**src/rtl/swsu_pkg.sv**
```systemverilog
// Package: shared constants, types and sequence helpers of the sliding window sender.
`default_nettype none

package swsu_pkg;

    localparam int SEQ_COUNT = 8;
    localparam int SEQ_W     = 3;
    localparam int PAYLOAD_W = 32;
    localparam int CFG_W     = 3;
    localparam int DUP_W     = 2;
    localparam int TMR_W     = 2;
    localparam int CMD_W     = 2;

    localparam logic [CFG_W-1:0] WINDOW_RESET = CFG_W'(4);
    localparam logic [DUP_W-1:0] DUP_LIMIT    = DUP_W'(3);

    localparam logic [CMD_W-1:0] CMD_SEND    = 2'd0;
    localparam logic [CMD_W-1:0] CMD_ACK     = 2'd1;
    localparam logic [CMD_W-1:0] CMD_TIMEOUT = 2'd2;
    localparam logic [CMD_W-1:0] CMD_NONE    = 2'd3;

    localparam logic [TMR_W-1:0] TMR_NONE    = 2'd0;
    localparam logic [TMR_W-1:0] TMR_START   = 2'd1;
    localparam logic [TMR_W-1:0] TMR_STOP    = 2'd2;
    localparam logic [TMR_W-1:0] TMR_RESTART = 2'd3;

    typedef logic [SEQ_W-1:0] t_seq;

    typedef struct packed {
        logic                 accepted;
        logic                 tx_valid;
        t_seq                 tx_sequence;
        logic [PAYLOAD_W-1:0] tx_payload;
        logic [TMR_W-1:0]     timer_action;
        t_seq                 window_base;
        t_seq                 next_sequence;
    } t_result;

    // (a + b) mod SEQ_COUNT, both operands below SEQ_COUNT
    function automatic t_seq seq_add(input t_seq a, input t_seq b);
        logic [SEQ_W:0] sum;
        sum = {1'b0, a} + {1'b0, b};
        if (sum >= (SEQ_W+1)'(SEQ_COUNT)) begin
            sum = sum - (SEQ_W+1)'(SEQ_COUNT);
        end
        return sum[SEQ_W-1:0];
    endfunction

    function automatic t_seq seq_inc(input t_seq a);
        return (a == SEQ_W'(SEQ_COUNT - 1)) ? '0 : a + SEQ_W'(1);
    endfunction

endpackage

`default_nettype wire

```
**src/rtl/swsu_if.sv**
```systemverilog
// Interfaces: command, result and configuration channels.
`default_nettype none

interface swsu_cmd_if import swsu_pkg::*; ();
    logic                 valid;
    logic                 ready;
    logic [CMD_W-1:0]     command;
    logic [PAYLOAD_W-1:0] payload;
    logic [SEQ_W-1:0]     ack_number;
    logic                 ack_ok;

    modport source (output valid, command, payload, ack_number, ack_ok, input ready);
    modport sink   (input valid, command, payload, ack_number, ack_ok, output ready);
endinterface

interface swsu_res_if import swsu_pkg::*; ();
    logic                 valid;
    logic                 ready;
    logic                 accepted;
    logic                 tx_valid;
    logic [SEQ_W-1:0]     tx_sequence;
    logic [PAYLOAD_W-1:0] tx_payload;
    logic [TMR_W-1:0]     timer_action;
    logic [SEQ_W-1:0]     window_base;
    logic [SEQ_W-1:0]     next_sequence;

    modport source (output valid, accepted, tx_valid, tx_sequence, tx_payload,
                    timer_action, window_base, next_sequence, input ready);
    modport sink   (input valid, accepted, tx_valid, tx_sequence, tx_payload,
                    timer_action, window_base, next_sequence, output ready);
endinterface

interface swsu_cfg_if import swsu_pkg::*; ();
    logic             valid;
    logic             ready;
    logic [CFG_W-1:0] window_size;

    modport source (output valid, window_size, input ready);
    modport sink   (input valid, window_size, output ready);
endinterface

`default_nettype wire

```
**src/rtl/sliding_window_sender_unit.sv**
```systemverilog
// Top level: sliding window sender with fast retransmit.
//
//  channel  dir  handshake        carries
//  i_cmd    in   valid / ready    command, payload, ack_number, ack_ok
//  o_res    out  valid / ready    accepted, tx_*, timer_action, window_base, next_sequence
//  i_cfg    in   valid / ready    window_size (ready whenever out of reset)
//
// One command per cycle while i_cmd.ready is high: state and the result are computed in
// the accept cycle; the result is registered in the output or, on a stall, skid register.
// The result path holds two entries (output and skid register); i_cmd.ready
// drops only when both are full, so a stall on o_res costs nothing until then.
// Synchronous active-low reset: base, next, duplicate count zero, window 4;
// the packet store is not cleared. Both input channels are not ready in reset.
`default_nettype none

module sliding_window_sender_unit import swsu_pkg::*; (
    input  wire logic  i_clk,
    input  wire logic  i_rst_n,
    swsu_cmd_if.sink   i_cmd,
    swsu_cfg_if.sink   i_cfg,
    swsu_res_if.source o_res
);

    logic    cmd_fire;
    logic    buf_ready;
    t_result core_res;
    t_result out_res;

    assign i_cfg.ready = i_rst_n;
    assign i_cmd.ready = buf_ready && i_rst_n;
    assign cmd_fire    = i_cmd.valid && buf_ready;

    swsu_core u_core (
        .i_clk        (i_clk),
        .i_rst_n      (i_rst_n),
        .i_fire       (cmd_fire),
        .i_command    (i_cmd.command),
        .i_payload    (i_cmd.payload),
        .i_ack_number (i_cmd.ack_number),
        .i_ack_ok     (i_cmd.ack_ok),
        .i_cfg_fire   (i_cfg.valid),
        .i_cfg_window (i_cfg.window_size),
        .o_result     (core_res)
    );

    swsu_out_buf u_out_buf (
        .i_clk   (i_clk),
        .i_rst_n (i_rst_n),
        .i_valid (i_cmd.valid),
        .i_data  (core_res),
        .o_ready (buf_ready),
        .o_valid (o_res.valid),
        .o_data  (out_res),
        .i_ready (o_res.ready)
    );

    assign o_res.accepted      = out_res.accepted;
    assign o_res.tx_valid      = out_res.tx_valid;
    assign o_res.tx_sequence   = out_res.tx_sequence;
    assign o_res.tx_payload    = out_res.tx_payload;
    assign o_res.timer_action  = out_res.timer_action;
    assign o_res.window_base   = out_res.window_base;
    assign o_res.next_sequence = out_res.next_sequence;

endmodule

`default_nettype wire

```
**src/rtl/swsu_core.sv**
```systemverilog
// Sender state: window pointers, duplicate ACK count, packet store and result logic.
`default_nettype none

module swsu_core import swsu_pkg::*; (
    input  wire logic                 i_clk,
    input  wire logic                 i_rst_n,
    input  wire logic                 i_fire,
    input  wire logic [CMD_W-1:0]     i_command,
    input  wire logic [PAYLOAD_W-1:0] i_payload,
    input  wire logic [SEQ_W-1:0]     i_ack_number,
    input  wire logic                 i_ack_ok,
    input  wire logic                 i_cfg_fire,
    input  wire logic [CFG_W-1:0]     i_cfg_window,
    output t_result                   o_result
);

    logic [CFG_W-1:0]     r_window;
    t_seq                 r_base, n_base;
    t_seq                 r_next, n_next;
    logic [DUP_W-1:0]     r_dup, n_dup;
    logic [PAYLOAD_W-1:0] r_store [SEQ_COUNT];

    t_seq    eff_win;
    t_seq    win_end;
    logic    full;
    logic    in_win;
    logic    store_wr;
    t_result res;

    always_comb begin
        if (int'(r_window) >= SEQ_COUNT - 1) begin
            eff_win = SEQ_W'(SEQ_COUNT - 1);
        end else begin
            eff_win = SEQ_W'(r_window);
        end
        win_end = seq_add(r_base, eff_win);
        full    = (win_end == r_next);
        // window may wrap past the top of the sequence space
        if (r_base < win_end) begin
            in_win = (i_ack_number >= r_base) && (i_ack_number < win_end);
        end else begin
            in_win = (i_ack_number >= r_base) || (i_ack_number < win_end);
        end
    end

    always_comb begin
        n_base   = r_base;
        n_next   = r_next;
        n_dup    = r_dup;
        store_wr = 1'b0;
        res      = '0;
        res.accepted = 1'b1;
        unique case (i_command)
            CMD_SEND: begin
                if (full) begin
                    res.accepted = 1'b0;
                end else begin
                    store_wr         = 1'b1;
                    res.tx_valid     = 1'b1;
                    res.tx_sequence  = r_next;
                    res.tx_payload   = i_payload;
                    res.timer_action = (r_base == r_next) ? TMR_START : TMR_NONE;
                    n_next           = seq_inc(r_next);
                end
            end
            CMD_ACK: begin
                if (i_ack_ok) begin
                    if (in_win) begin
                        n_base = seq_inc(i_ack_number);
                        res.timer_action = (n_base != r_next) ? TMR_RESTART : TMR_STOP;
                        n_dup  = '0;
                    end else if (r_dup == DUP_LIMIT) begin
                        // fast retransmit of the oldest packet
                        res.tx_valid    = 1'b1;
                        res.tx_sequence = r_base;
                        res.tx_payload  = r_store[r_base];
                        n_dup           = '0;
                    end else begin
                        n_dup = r_dup + DUP_W'(1);
                    end
                end
            end
            CMD_TIMEOUT: begin
                res.tx_valid     = 1'b1;
                res.tx_sequence  = r_base;
                res.tx_payload   = r_store[r_base];
                res.timer_action = TMR_RESTART;
            end
            CMD_NONE: begin
            end
        endcase
        res.window_base   = n_base;
        res.next_sequence = n_next;
    end

    assign o_result = res;

    always_ff @(posedge i_clk) begin
        if (!i_rst_n) begin
            r_window <= WINDOW_RESET;
            r_base   <= '0;
            r_next   <= '0;
            r_dup    <= '0;
        end else begin
            if (i_cfg_fire) begin
                r_window <= i_cfg_window;
            end
            if (i_fire) begin
                r_base <= n_base;
                r_next <= n_next;
                r_dup  <= n_dup;
            end
        end
    end

    always_ff @(posedge i_clk) begin
        if (i_fire && store_wr) begin
            r_store[r_next] <= i_payload;
        end
    end

`ifndef NO_ASSERTIONS
    a_idle_tx_zero: assert property (@(posedge i_clk) disable iff (!i_rst_n)
        !res.tx_valid |-> (res.tx_sequence == '0) && (res.tx_payload == '0))
        else $error("tx fields not cleared without transmission");

    a_full_refuse: assert property (@(posedge i_clk) disable iff (!i_rst_n)
        i_fire && i_command == CMD_SEND && full |=> $stable(r_next) && $stable(r_base))
        else $error("refused send moved the window");

    a_fast_rtx: assert property (@(posedge i_clk) disable iff (!i_rst_n)
        i_fire && i_command == CMD_ACK && i_ack_ok && !in_win && r_dup == DUP_LIMIT
        |-> res.tx_valid && res.tx_sequence == r_base)
        else $error("fourth duplicate ACK did not resend the base packet");

    a_timeout_rtx: assert property (@(posedge i_clk) disable iff (!i_rst_n)
        i_command == CMD_TIMEOUT |-> res.tx_valid && res.timer_action == TMR_RESTART
        && res.window_base == r_base)
        else $error("timeout did not resend the base packet");
`endif

endmodule

`default_nettype wire

```
**src/rtl/swsu_out_buf.sv**
```systemverilog
// Result buffer: output register plus skid register so input ready is registered.
`default_nettype none

module swsu_out_buf import swsu_pkg::*; (
    input  wire logic    i_clk,
    input  wire logic    i_rst_n,
    input  wire logic    i_valid,
    input  wire t_result i_data,
    output logic         o_ready,
    output logic         o_valid,
    output t_result      o_data,
    input  wire logic    i_ready
);

    logic    r_out_valid;
    logic    r_skid_valid;
    t_result r_out;
    t_result r_skid;
    logic    in_fire;
    logic    out_fire;

    assign o_ready  = !r_skid_valid;
    assign in_fire  = i_valid && !r_skid_valid;
    assign out_fire = r_out_valid && i_ready;
    assign o_valid  = r_out_valid;
    assign o_data   = r_out;

    always_ff @(posedge i_clk) begin
        if (!i_rst_n) begin
            r_out_valid  <= 1'b0;
            r_skid_valid <= 1'b0;
        end else if (r_skid_valid) begin
            if (out_fire) begin
                r_out_valid  <= 1'b1;
                r_skid_valid <= 1'b0;
            end
        end else if (!r_out_valid || out_fire) begin
            r_out_valid <= in_fire;
        end else if (in_fire) begin
            // output stalled: park the transaction
            r_skid_valid <= 1'b1;
        end
    end

    always_ff @(posedge i_clk) begin
        if (r_skid_valid) begin
            if (out_fire) begin
                r_out <= r_skid;
            end
        end else if (!r_out_valid || out_fire) begin
            if (in_fire) begin
                r_out <= i_data;
            end
        end else if (in_fire) begin
            r_skid <= i_data;
        end
    end

`ifndef NO_ASSERTIONS
    a_skid_behind_out: assert property (@(posedge i_clk) disable iff (!i_rst_n)
        r_skid_valid |-> r_out_valid)
        else $error("skid holds a transaction with the output empty");

    a_park: assert property (@(posedge i_clk) disable iff (!i_rst_n)
        r_out_valid && !i_ready && !r_skid_valid && i_valid |=> r_skid_valid)
        else $error("transaction lost while output stalled");

    a_skid_hold: assert property (@(posedge i_clk) disable iff (!i_rst_n)
        r_skid_valid && !out_fire |=> r_skid_valid && $stable(r_skid))
        else $error("parked transaction dropped or changed");
`endif

endmodule

`default_nettype wire

```
**src/flat_wrapper.sv**
```systemverilog
// flat-port wrapper written by rule: the top's interface ports become plain ports
module sliding_window_sender_unit_flat import swsu_pkg::*;
  (i_clk, i_rst_n, i_cmd_valid, i_cmd_command, i_cmd_payload, i_cmd_ack_number, i_cmd_ack_ok, i_cmd_ready, i_cfg_valid, i_cfg_window_size, i_cfg_ready, o_res_valid, o_res_accepted, o_res_tx_valid, o_res_tx_sequence, o_res_tx_payload, o_res_timer_action, o_res_window_base, o_res_next_sequence, o_res_ready);
  swsu_cmd_if i_cmd_i ();
  swsu_cfg_if i_cfg_i ();
  swsu_res_if o_res_i ();
  input  wire logic i_clk;
  input  wire logic i_rst_n;
  input wire logic [$bits(i_cmd_i.valid)-1:0] i_cmd_valid;
  input wire logic [$bits(i_cmd_i.command)-1:0] i_cmd_command;
  input wire logic [$bits(i_cmd_i.payload)-1:0] i_cmd_payload;
  input wire logic [$bits(i_cmd_i.ack_number)-1:0] i_cmd_ack_number;
  input wire logic [$bits(i_cmd_i.ack_ok)-1:0] i_cmd_ack_ok;
  output wire logic [$bits(i_cmd_i.ready)-1:0] i_cmd_ready;
  input wire logic [$bits(i_cfg_i.valid)-1:0] i_cfg_valid;
  input wire logic [$bits(i_cfg_i.window_size)-1:0] i_cfg_window_size;
  output wire logic [$bits(i_cfg_i.ready)-1:0] i_cfg_ready;
  output wire logic [$bits(o_res_i.valid)-1:0] o_res_valid;
  output wire logic [$bits(o_res_i.accepted)-1:0] o_res_accepted;
  output wire logic [$bits(o_res_i.tx_valid)-1:0] o_res_tx_valid;
  output wire logic [$bits(o_res_i.tx_sequence)-1:0] o_res_tx_sequence;
  output wire logic [$bits(o_res_i.tx_payload)-1:0] o_res_tx_payload;
  output wire logic [$bits(o_res_i.timer_action)-1:0] o_res_timer_action;
  output wire logic [$bits(o_res_i.window_base)-1:0] o_res_window_base;
  output wire logic [$bits(o_res_i.next_sequence)-1:0] o_res_next_sequence;
  input wire logic [$bits(o_res_i.ready)-1:0] o_res_ready;
  assign i_cmd_i.valid = i_cmd_valid;
  assign i_cmd_i.command = i_cmd_command;
  assign i_cmd_i.payload = i_cmd_payload;
  assign i_cmd_i.ack_number = i_cmd_ack_number;
  assign i_cmd_i.ack_ok = i_cmd_ack_ok;
  assign i_cmd_ready = i_cmd_i.ready;
  assign i_cfg_i.valid = i_cfg_valid;
  assign i_cfg_i.window_size = i_cfg_window_size;
  assign i_cfg_ready = i_cfg_i.ready;
  assign o_res_valid = o_res_i.valid;
  assign o_res_accepted = o_res_i.accepted;
  assign o_res_tx_valid = o_res_i.tx_valid;
  assign o_res_tx_sequence = o_res_i.tx_sequence;
  assign o_res_tx_payload = o_res_i.tx_payload;
  assign o_res_timer_action = o_res_i.timer_action;
  assign o_res_window_base = o_res_i.window_base;
  assign o_res_next_sequence = o_res_i.next_sequence;
  assign o_res_i.ready = o_res_ready;
  sliding_window_sender_unit u_core (.i_clk(i_clk), .i_rst_n(i_rst_n), .i_cmd(i_cmd_i), .i_cfg(i_cfg_i), .o_res(o_res_i));
endmodule
```
**config.mk**
```make
export PLATFORM = sky130hd
export DESIGN_NAME = sliding_window_sender_unit_flat
export DESIGN_NICKNAME = d
export VERILOG_FILES = /design/src/rtl/swsu_pkg.sv /design/src/rtl/swsu_if.sv /design/src/rtl/sliding_window_sender_unit.sv /design/src/rtl/swsu_core.sv /design/src/rtl/swsu_out_buf.sv /design/src/flat_wrapper.sv
export SDC_FILE = /design/constraint.sdc
export NUM_CORES = 1
export LEC_CHECK = 0
export BUFFER_PORTS_ARGS = -buffer_cell sky130_fd_sc_hd__buf_2
export CORE_AREA = 3 3 223 116
export CTS_CLUSTER_SIZE = 14
export DETAILED_ROUTE_END_ITERATION = 6
export DIE_AREA = 0 0 226 119
export PLACE_DENSITY = 0.87
export SETUP_SLACK_MARGIN = 0.02
export SYNTH_ARGS = -nofsm -noshare
export SYNTH_HDL_FRONTEND = slang
export SYNTH_SLANG_ARGS = --single-unit
export TNS_END_PERCENT = 5
```
**constraint.sdc**
```tcl
create_clock -name i_clk -period 7.8 [get_ports i_clk]
set_input_delay 0.39 -clock i_clk [delete_from_list [all_inputs] [get_ports i_clk]]
set_output_delay 0.39 -clock i_clk [all_outputs]
set_load 0.02 [all_outputs]
```
==> results of run 1 <==
[per-stage QoR]
| stage | hold slack (ps) | util [%] | instances |
|---|---|---|---|
| detailed placement | 492 | 63.7 | 1130 |
| CTS | 43.6 | 67.4 | 1177 |
| finish | 58.3 | 67.4 | 1179 |
| floorplan | 460 | - | 750 |
| global placement | 471 | 63.7 | 1130 |
| global route | 39.9 | 67.4 | 1179 |
[synth_stat cells (4+ instances only)]
library cell and instances:
edfxtp_1 346, nor2_1 12, a21oi_1 4, inv_1 10, o22ai_1 4, buf_2 7, mux2i_1 39, nor3_1 5
nor2b_1 10, mux4_2 64, dfxtp_1 16, ha_1 12, nand2b_1 5, nand2_1 56, o21ai_0 44, mux2_2 46
xnor2_1 7, clkbuf_1 26
[sequential cells by signal, summed over array words and instances (netlist names), named ones only]
| register | count |
|---|---|
| u_core.u_core.r_base | 3 |
| u_core.u_core.r_dup | 2 |
| u_core.u_core.r_next | 3 |
| u_core.u_core.r_store | 256 |
| u_core.u_core.r_window | 3 |
| u_core.u_out_buf.o_data | 45 |
| u_core.u_out_buf.o_valid | 1 |
| u_core.u_out_buf.r_skid | 45 |
| u_core.u_out_buf.r_skid_valid | 1 |
[final timing paths]
| kind | start | to | cells past startpoint |
|---|---|---|---|
| worst min-delay path | i_cfg_window_size[2] | u_core.u_core.r_window[2] | 3 |
| worst max register to register | u_core.u_core.r_base[0] | u_core.u_out_buf.o_data[32] | 11 |
| worst max-delay path | u_core.u_core.r_base[0] | u_core.u_out_buf.o_data[32] | 11 |
| worst min register to register | u_core.u_core.r_dup[0] | u_core.u_core.r_dup[0] | 2 |
[logic make-up after synthesis]
kind of cell             Yosys count  share of synthesized area, %
AO/OA/AOI/OAI                     63                          2.47
XOR/XNOR                          10                         0.661
adder cells (fa/ha/maj)           15                          1.34
buffers and inverters             50                          1.44
flip-flops                       362                          74.5
multiplexers                     149                          16.3
AND/OR/NAND/NOR                  101                          3.25
[placed cells by master (no fill, tap or decap), types with 2 or more instances in the layout]
cell	instances
edfxtp_1	346
buf_2	93
mux4_2	64
nand2_1	56
mux2_2	46
o21ai_0	44
mux2i_1	39
clkbuf_16	30
nor2_1	12
ha_1	12
buf_4	12
dfxtp_1	12
inv_1	10
nor2b_1	10
clkbuf_1	10
xnor2_1	7
nand2b_1	5
nor3_2	5
o22ai_1	4
a21oi_1	3
and3_2	3
nand3_1	3
a21boi_0	3
dfxtp_2	3
clkbuf_8	3
diode_2	2
maj3_2	2
xor2_1	2
nor4_2	2
clkinv_1	2
[power groups by stage]
stage / clock, mW / combinational (mW) / sequential (mW)
global placement: 0 / 0.210 / 2.23
finish: 1.38 / 0.225 / 2.19
global route: 1.47 / 0.243 / 2.19
floorplan: 0 / 0.107 / 2.26
CTS: 1.39 / 0.225 / 2.19
detailed placement: 0 / 0.222 / 2.23
[layer usage]
layer	wire (µm)	up-vias	global-route usage, %
li1	-	3172	-
met1	12200	3786	32.3
met2	14700	443	35.7
met3	2480	95	4.93
met4	1280	0	11.3
met5	0	-	0
[critical path: cells and delay by family, from the launching register on]
family                     cells  cell delay (ps)
AOI/OAI and AO/OA              4             1430
adders and majority gates      4             1340
DFF                            1              360
muxes                          1              350
and+or+nand+nor                1               90
buffers and inverters          1               80
[area by class of cell]
cell class                      instances  share of cell area (%)
Antenna cell                            2                  0.0311
Clock buffer                           43                    5.15
Clock inverter                          4                   0.264
Inverter                               10                   0.233
Multi-Input combinational cell        338                    21.8
Sequential cell                       362                    66.6
Tap cell                              315                    2.45
Timing Repair Buffer                  105                    3.45
==> flow_summary.ini, run 1 <==
[setup_path]
r2r_slack_ps = 3890
critPathKind = reg -> reg
slowest_delay_ps = 810
worstPathCellList = ha_1, fa_1, inv_1, ha_1, o21ai_0, nand2b_1, maj3_2, o21ai_0, o311a_2, o21ai_0, mux2_2
critical_path.most_common_cell = o21ai_0
worstPathRequired_ps = 8120
cp-end-kind = flop
crit_arrival_ps = 4230
critPathMaxFanout = 36
startpoint_type = flop
critPathSlowestCell = o311a_2

[sta]
rsz0062_at_grt = no
period_needed_ps = 3910
fin_ws_ps = 3890
fmax_mhz = 256
fin_skew_ps = 22.7
setup_viol = 0
slew_violations = 0
slew_headroom_pct = 13.5
tns_ps = 0
period_share_pct = 50.1
worst_pin_slew_ps = 1300
hold_violations = 0

[detailed_routing]
wl_per_cell_um = 26.0
drtIter0Drc = 931
vias_per_cell = 6.36
vias = 7496
route.detailed.drc = 0
drt_pass1_iterations = 5
drtAntennaViolNets = 0
wl_um = 30700

[pwr]
p_int_mw = 2.99
finalPower_mw = 3.79
switchingPower_mw = 0.807
ir_worst_vdd_uv = 185
power_frac_clock_pct = 36.3
combPwrFrac_pct = 5.9
p_seq_share_pct = 57.8
p_leak_nw = 5.22
power.share.switching_pct = 21.3
power.density_nw_per_um2 = 236

[global_routing]
grt-ovfl-total = 0
grt_pass1_vias = 7881
grt_max_degree = 65
grt_pass1_wl_um = 46800
track_usage_pct = 23.3
grt_antenna_before_repair = 2

[synthesis]
synth_cell_types = 41
syn_area_per_cell_um2 = 19.2
synth_edf_count = 346
async_reset_ff_share_pct = 0
syn_nets = 809
synth_top_area_cell = edfxtp_1
seq_area_frac_synth_pct = 74.5
ys_warn_count = 0
netlist_area_um2 = 14400
synth_top_area_share_pct = 72.3
syn_inst = 750
ys.flop_type = edfxtp_1
synth_area_leaders = edfxtp_1, mux4_2, mux2_2
synth_seq_cells = 362

[cts]
cts_tree = done
clockBufferDepth = 3
insertion_delay_ps = 570
ctsResizeCount = 0
post-cts-setup-buffer-count = 0
clkSinkCount = 362
cts-root-buf = clkbuf_16
cts-buffers-inserted = 30
htree_num_levels = 1
ctsHoldBuffers = 0
path_clk_slew_ps = 70

[finish]
nFillCells = 1394
area_delta_synth_final_pct = 11.9
layout.nets = 906
regArea_um2 = 10700
fin_area_um2 = 16100
multiInputGateArea_um2 = 3510
layout-drive-gt1-share_pct = 31.6

[floorplanning]
ios = 94
initial_core_util_pct = 60.2
core_area_um2 = 23900
rows = 40
die_area_um2 = 26900
die_height_um = 119
chipWidth_um = 226

[placement]
gp_congestion = 0.878
place_hpwl_um = 16700
dp_slack_ps = 3960
dpl_cell_area_um2 = 15200
io_buffers = 93

[run_status]
outcome = finished, final reports clean

[worst_hold_path]
hp-class = in -> reg

[job]
max-cap-violations = 0
(Power assumes the default switching activity.)
==> run 2: changes to the inputs <==
--- a/config.mk
+++ b/config.mk
@@ -6,11 +6,11 @@
 export NUM_CORES = 1
 export LEC_CHECK = 0
 export BUFFER_PORTS_ARGS = -buffer_cell sky130_fd_sc_hd__buf_2
-export CORE_AREA = 3 3 223 116
+export CORE_AREA = 3 3 235 122
 export CTS_CLUSTER_SIZE = 14
 export DETAILED_ROUTE_END_ITERATION = 6
-export DIE_AREA = 0 0 226 119
-export PLACE_DENSITY = 0.87
+export DIE_AREA = 0 0 238 125
+export PLACE_DENSITY = 0.83
 export SETUP_SLACK_MARGIN = 0.02
 export SYNTH_ARGS = -nofsm -noshare
 export SYNTH_HDL_FRONTEND = slang
==> constraint.sdc (replaced) <==
create_clock -name i_clk -period 3.4 [get_ports i_clk]
set_input_delay 0.17 -clock i_clk [delete_from_list [all_inputs] [get_ports i_clk]]
set_output_delay 0.17 -clock i_clk [all_outputs]
set_load 0.02 [all_outputs]
==> run 2 against run 1 <==
- clock power is 130% higher
- critical path depth is 1 higher
- register-to-register slack worse by 3700 ps
- global-route usage is 2.4 points lower
- clock skew is 11 ps lower
- worst hold slack worse by 42 ps
- non-clock buffer count is 61 higher
- setup slack worse by 3700 ps
- via count is 1.9% higher
- total power is 130% higher
- sequential power is 130% higher
==> flow_summary.ini, run 2 (same netlist as run 1, synthesis figures left out) <==
[setup_path]
cp-end-kind = flop
startpoint_type = flop
critPathMaxFanout = 22
crit_arrival_ps = 3530
worstPathRequired_ps = 3700
critPathKind = reg -> reg

[sta]
slew_violations = 0
fin_ws_ps = 169
slew_headroom_pct = 40.1
hold_violations = 0
setup_viol = 0
period_share_pct = 95.0
worst_pin_slew_ps = 896
rsz0062_at_grt = yes
fin_skew_ps = 12.0
tns_ps = 0
period_needed_ps = 3230
fmax_mhz = 310

[pwr]
power.density_nw_per_um2 = 522
p_leak_nw = 5.57
finalPower_mw = 8.83
ir_worst_vdd_uv = 405

[floorplanning]
initial_core_util_pct = 54.4
rows = 42
ios = 94
core_area_um2 = 26400
die_area_um2 = 29800
chipWidth_um = 238
die_height_um = 125

[global_routing]
grt_pass1_wl_um = 47700
grt_antenna_before_repair = 0
grt-ovfl-total = 0
track_usage_pct = 20.8
grt_max_degree = 50
grt_pass1_vias = 8160

[cts]
clockBufferDepth = 3
clkSinkCount = 362
insertion_delay_ps = 560
cts-root-buf = clkbuf_16
htree_num_levels = 1
cts_tree = done
path_clk_slew_ps = 60
post-cts-setup-buffer-count = 0
cts-buffers-inserted = 31

[finish]
layout.nets = 968
nFillCells = 1676
layout-drive-gt1-share_pct = 32.4
final_cell_mix = edfxtp_1, buf_2, mux4_2, nand2_1, mux2_2
largest_register = u_core.u_core.r_store
layout_commonest_cell = edfxtp_1
area_delta_synth_final_pct = 17.6
largest_reg_flops = 256
antenna_cells = 0

[detailed_routing]
drt_pass1_iterations = 6
drtIter0Drc = 868
vias = 7637
drtAntennaViolNets = 0
wl_um = 30900
route.detailed.drc = 0
vias_per_cell = 5.96
wl_per_cell_um = 24.1

[placement]
dp_slack_ps = -51.7
place_hpwl_um = 17100
gp_congestion = 0.881
io_buffers = 93

[job]
max-cap-violations = 0

[run_status]
outcome = finished, final reports clean

[worst_hold_path]
hp-class = in -> reg
-- run 2: changes by cell type in the layout (fill, tap and decap cells not counted), moves of 8 or more --
cell and change:
dlygate4sd3_1 +42, buf_4 +10, o21ai_0 -19, o21ai_1 +15, buf_12 +8
-- run 2: critical path, stage by stage (launching register included) --
cell and delay [ps]:
dfxtp_1 360, ha_2 210, fa_2 540, inv_1 70, ha_1 260, o21ai_0 80
nand2b_1 80, maj3_2 310, o21ai_0 80, o311a_2 220, buf_4 290, o21ai_0 190
mux2_2 290
-- run 2: final cells by class --
| cell class | instances | area, µm² | area share (%) |
|---|---|---|---|
| Clock inverter | 7 | 61.3 | 0.362 |
| Inverter | 10 | 37.5 | 0.222 |
| Tap cell | 352 | 440 | 2.60 |
| Clock buffer | 46 | 842 | 4.98 |
| Sequential cell | 362 | 10700 | 63.4 |
| Multi-Input combinational cell | 338 | 3590 | 21.2 |
| Timing Repair Buffer | 166 | 1220 | 7.23 |
-- run 2: worst paths after layout --
| check | startpoint | slack [ps] | cells past startpoint | to |
|---|---|---|---|---|
| worst max-delay path | u_core.u_core.r_base[0] | 170 | 12 | u_core.u_out_buf.o_data[31] |
| worst min-delay path | i_rst_n | 20 | 2 | u_core.u_core.r_next[2] |
| worst max register to register | u_core.u_core.r_base[0] | 170 | 12 | u_core.u_out_buf.o_data[31] |
| worst min register to register | u_core.u_core.r_dup[1] | 500 | 2 | u_core.u_core.r_dup[1] |
-- run 2: routing by layer --
metal	up-vias	global-route usage, %	routed length [µm]
met5	-	0	0
met4	0	6.74	778
met3	61	3.17	2220
met2	373	35.0	15300
met1	3907	28.6	12500
li1	3296	-	-
-- run 2: where the power goes --
group | internal [mW] | total, mW | switching [mW]
logic | 0.225 | 0.576 | 0.350
registers | 4.99 | 5.02 | 0.0366
clock network | 1.77 | 3.23 | 1.46
-- run 2: per-stage QoR --
stage / instance area (µm²) / utilization [%] / hold slack (ps) / std cells
2_1_floorplan: 14500 / - / 269 / 750
3_3_place_gp: 15600 / 58.9 / 386 / 1186
3_5_place_dp: 15600 / 58.9 / 406 / 1186
4_1_cts: 16900 / 63.9 / 10.4 / 1281
5_1_grt: 16900 / 64.0 / 17.2 / 1281
6_report: 16900 / 64.0 / 15.9 / 1281
-- run 2: what timing repair did --
item	in CTS	in global routing
cloned	0	0
hold endpoints to repair	260	0
hold buffers	42	0
setup endpoints to repair	3	60
gates resized for setup	3	22
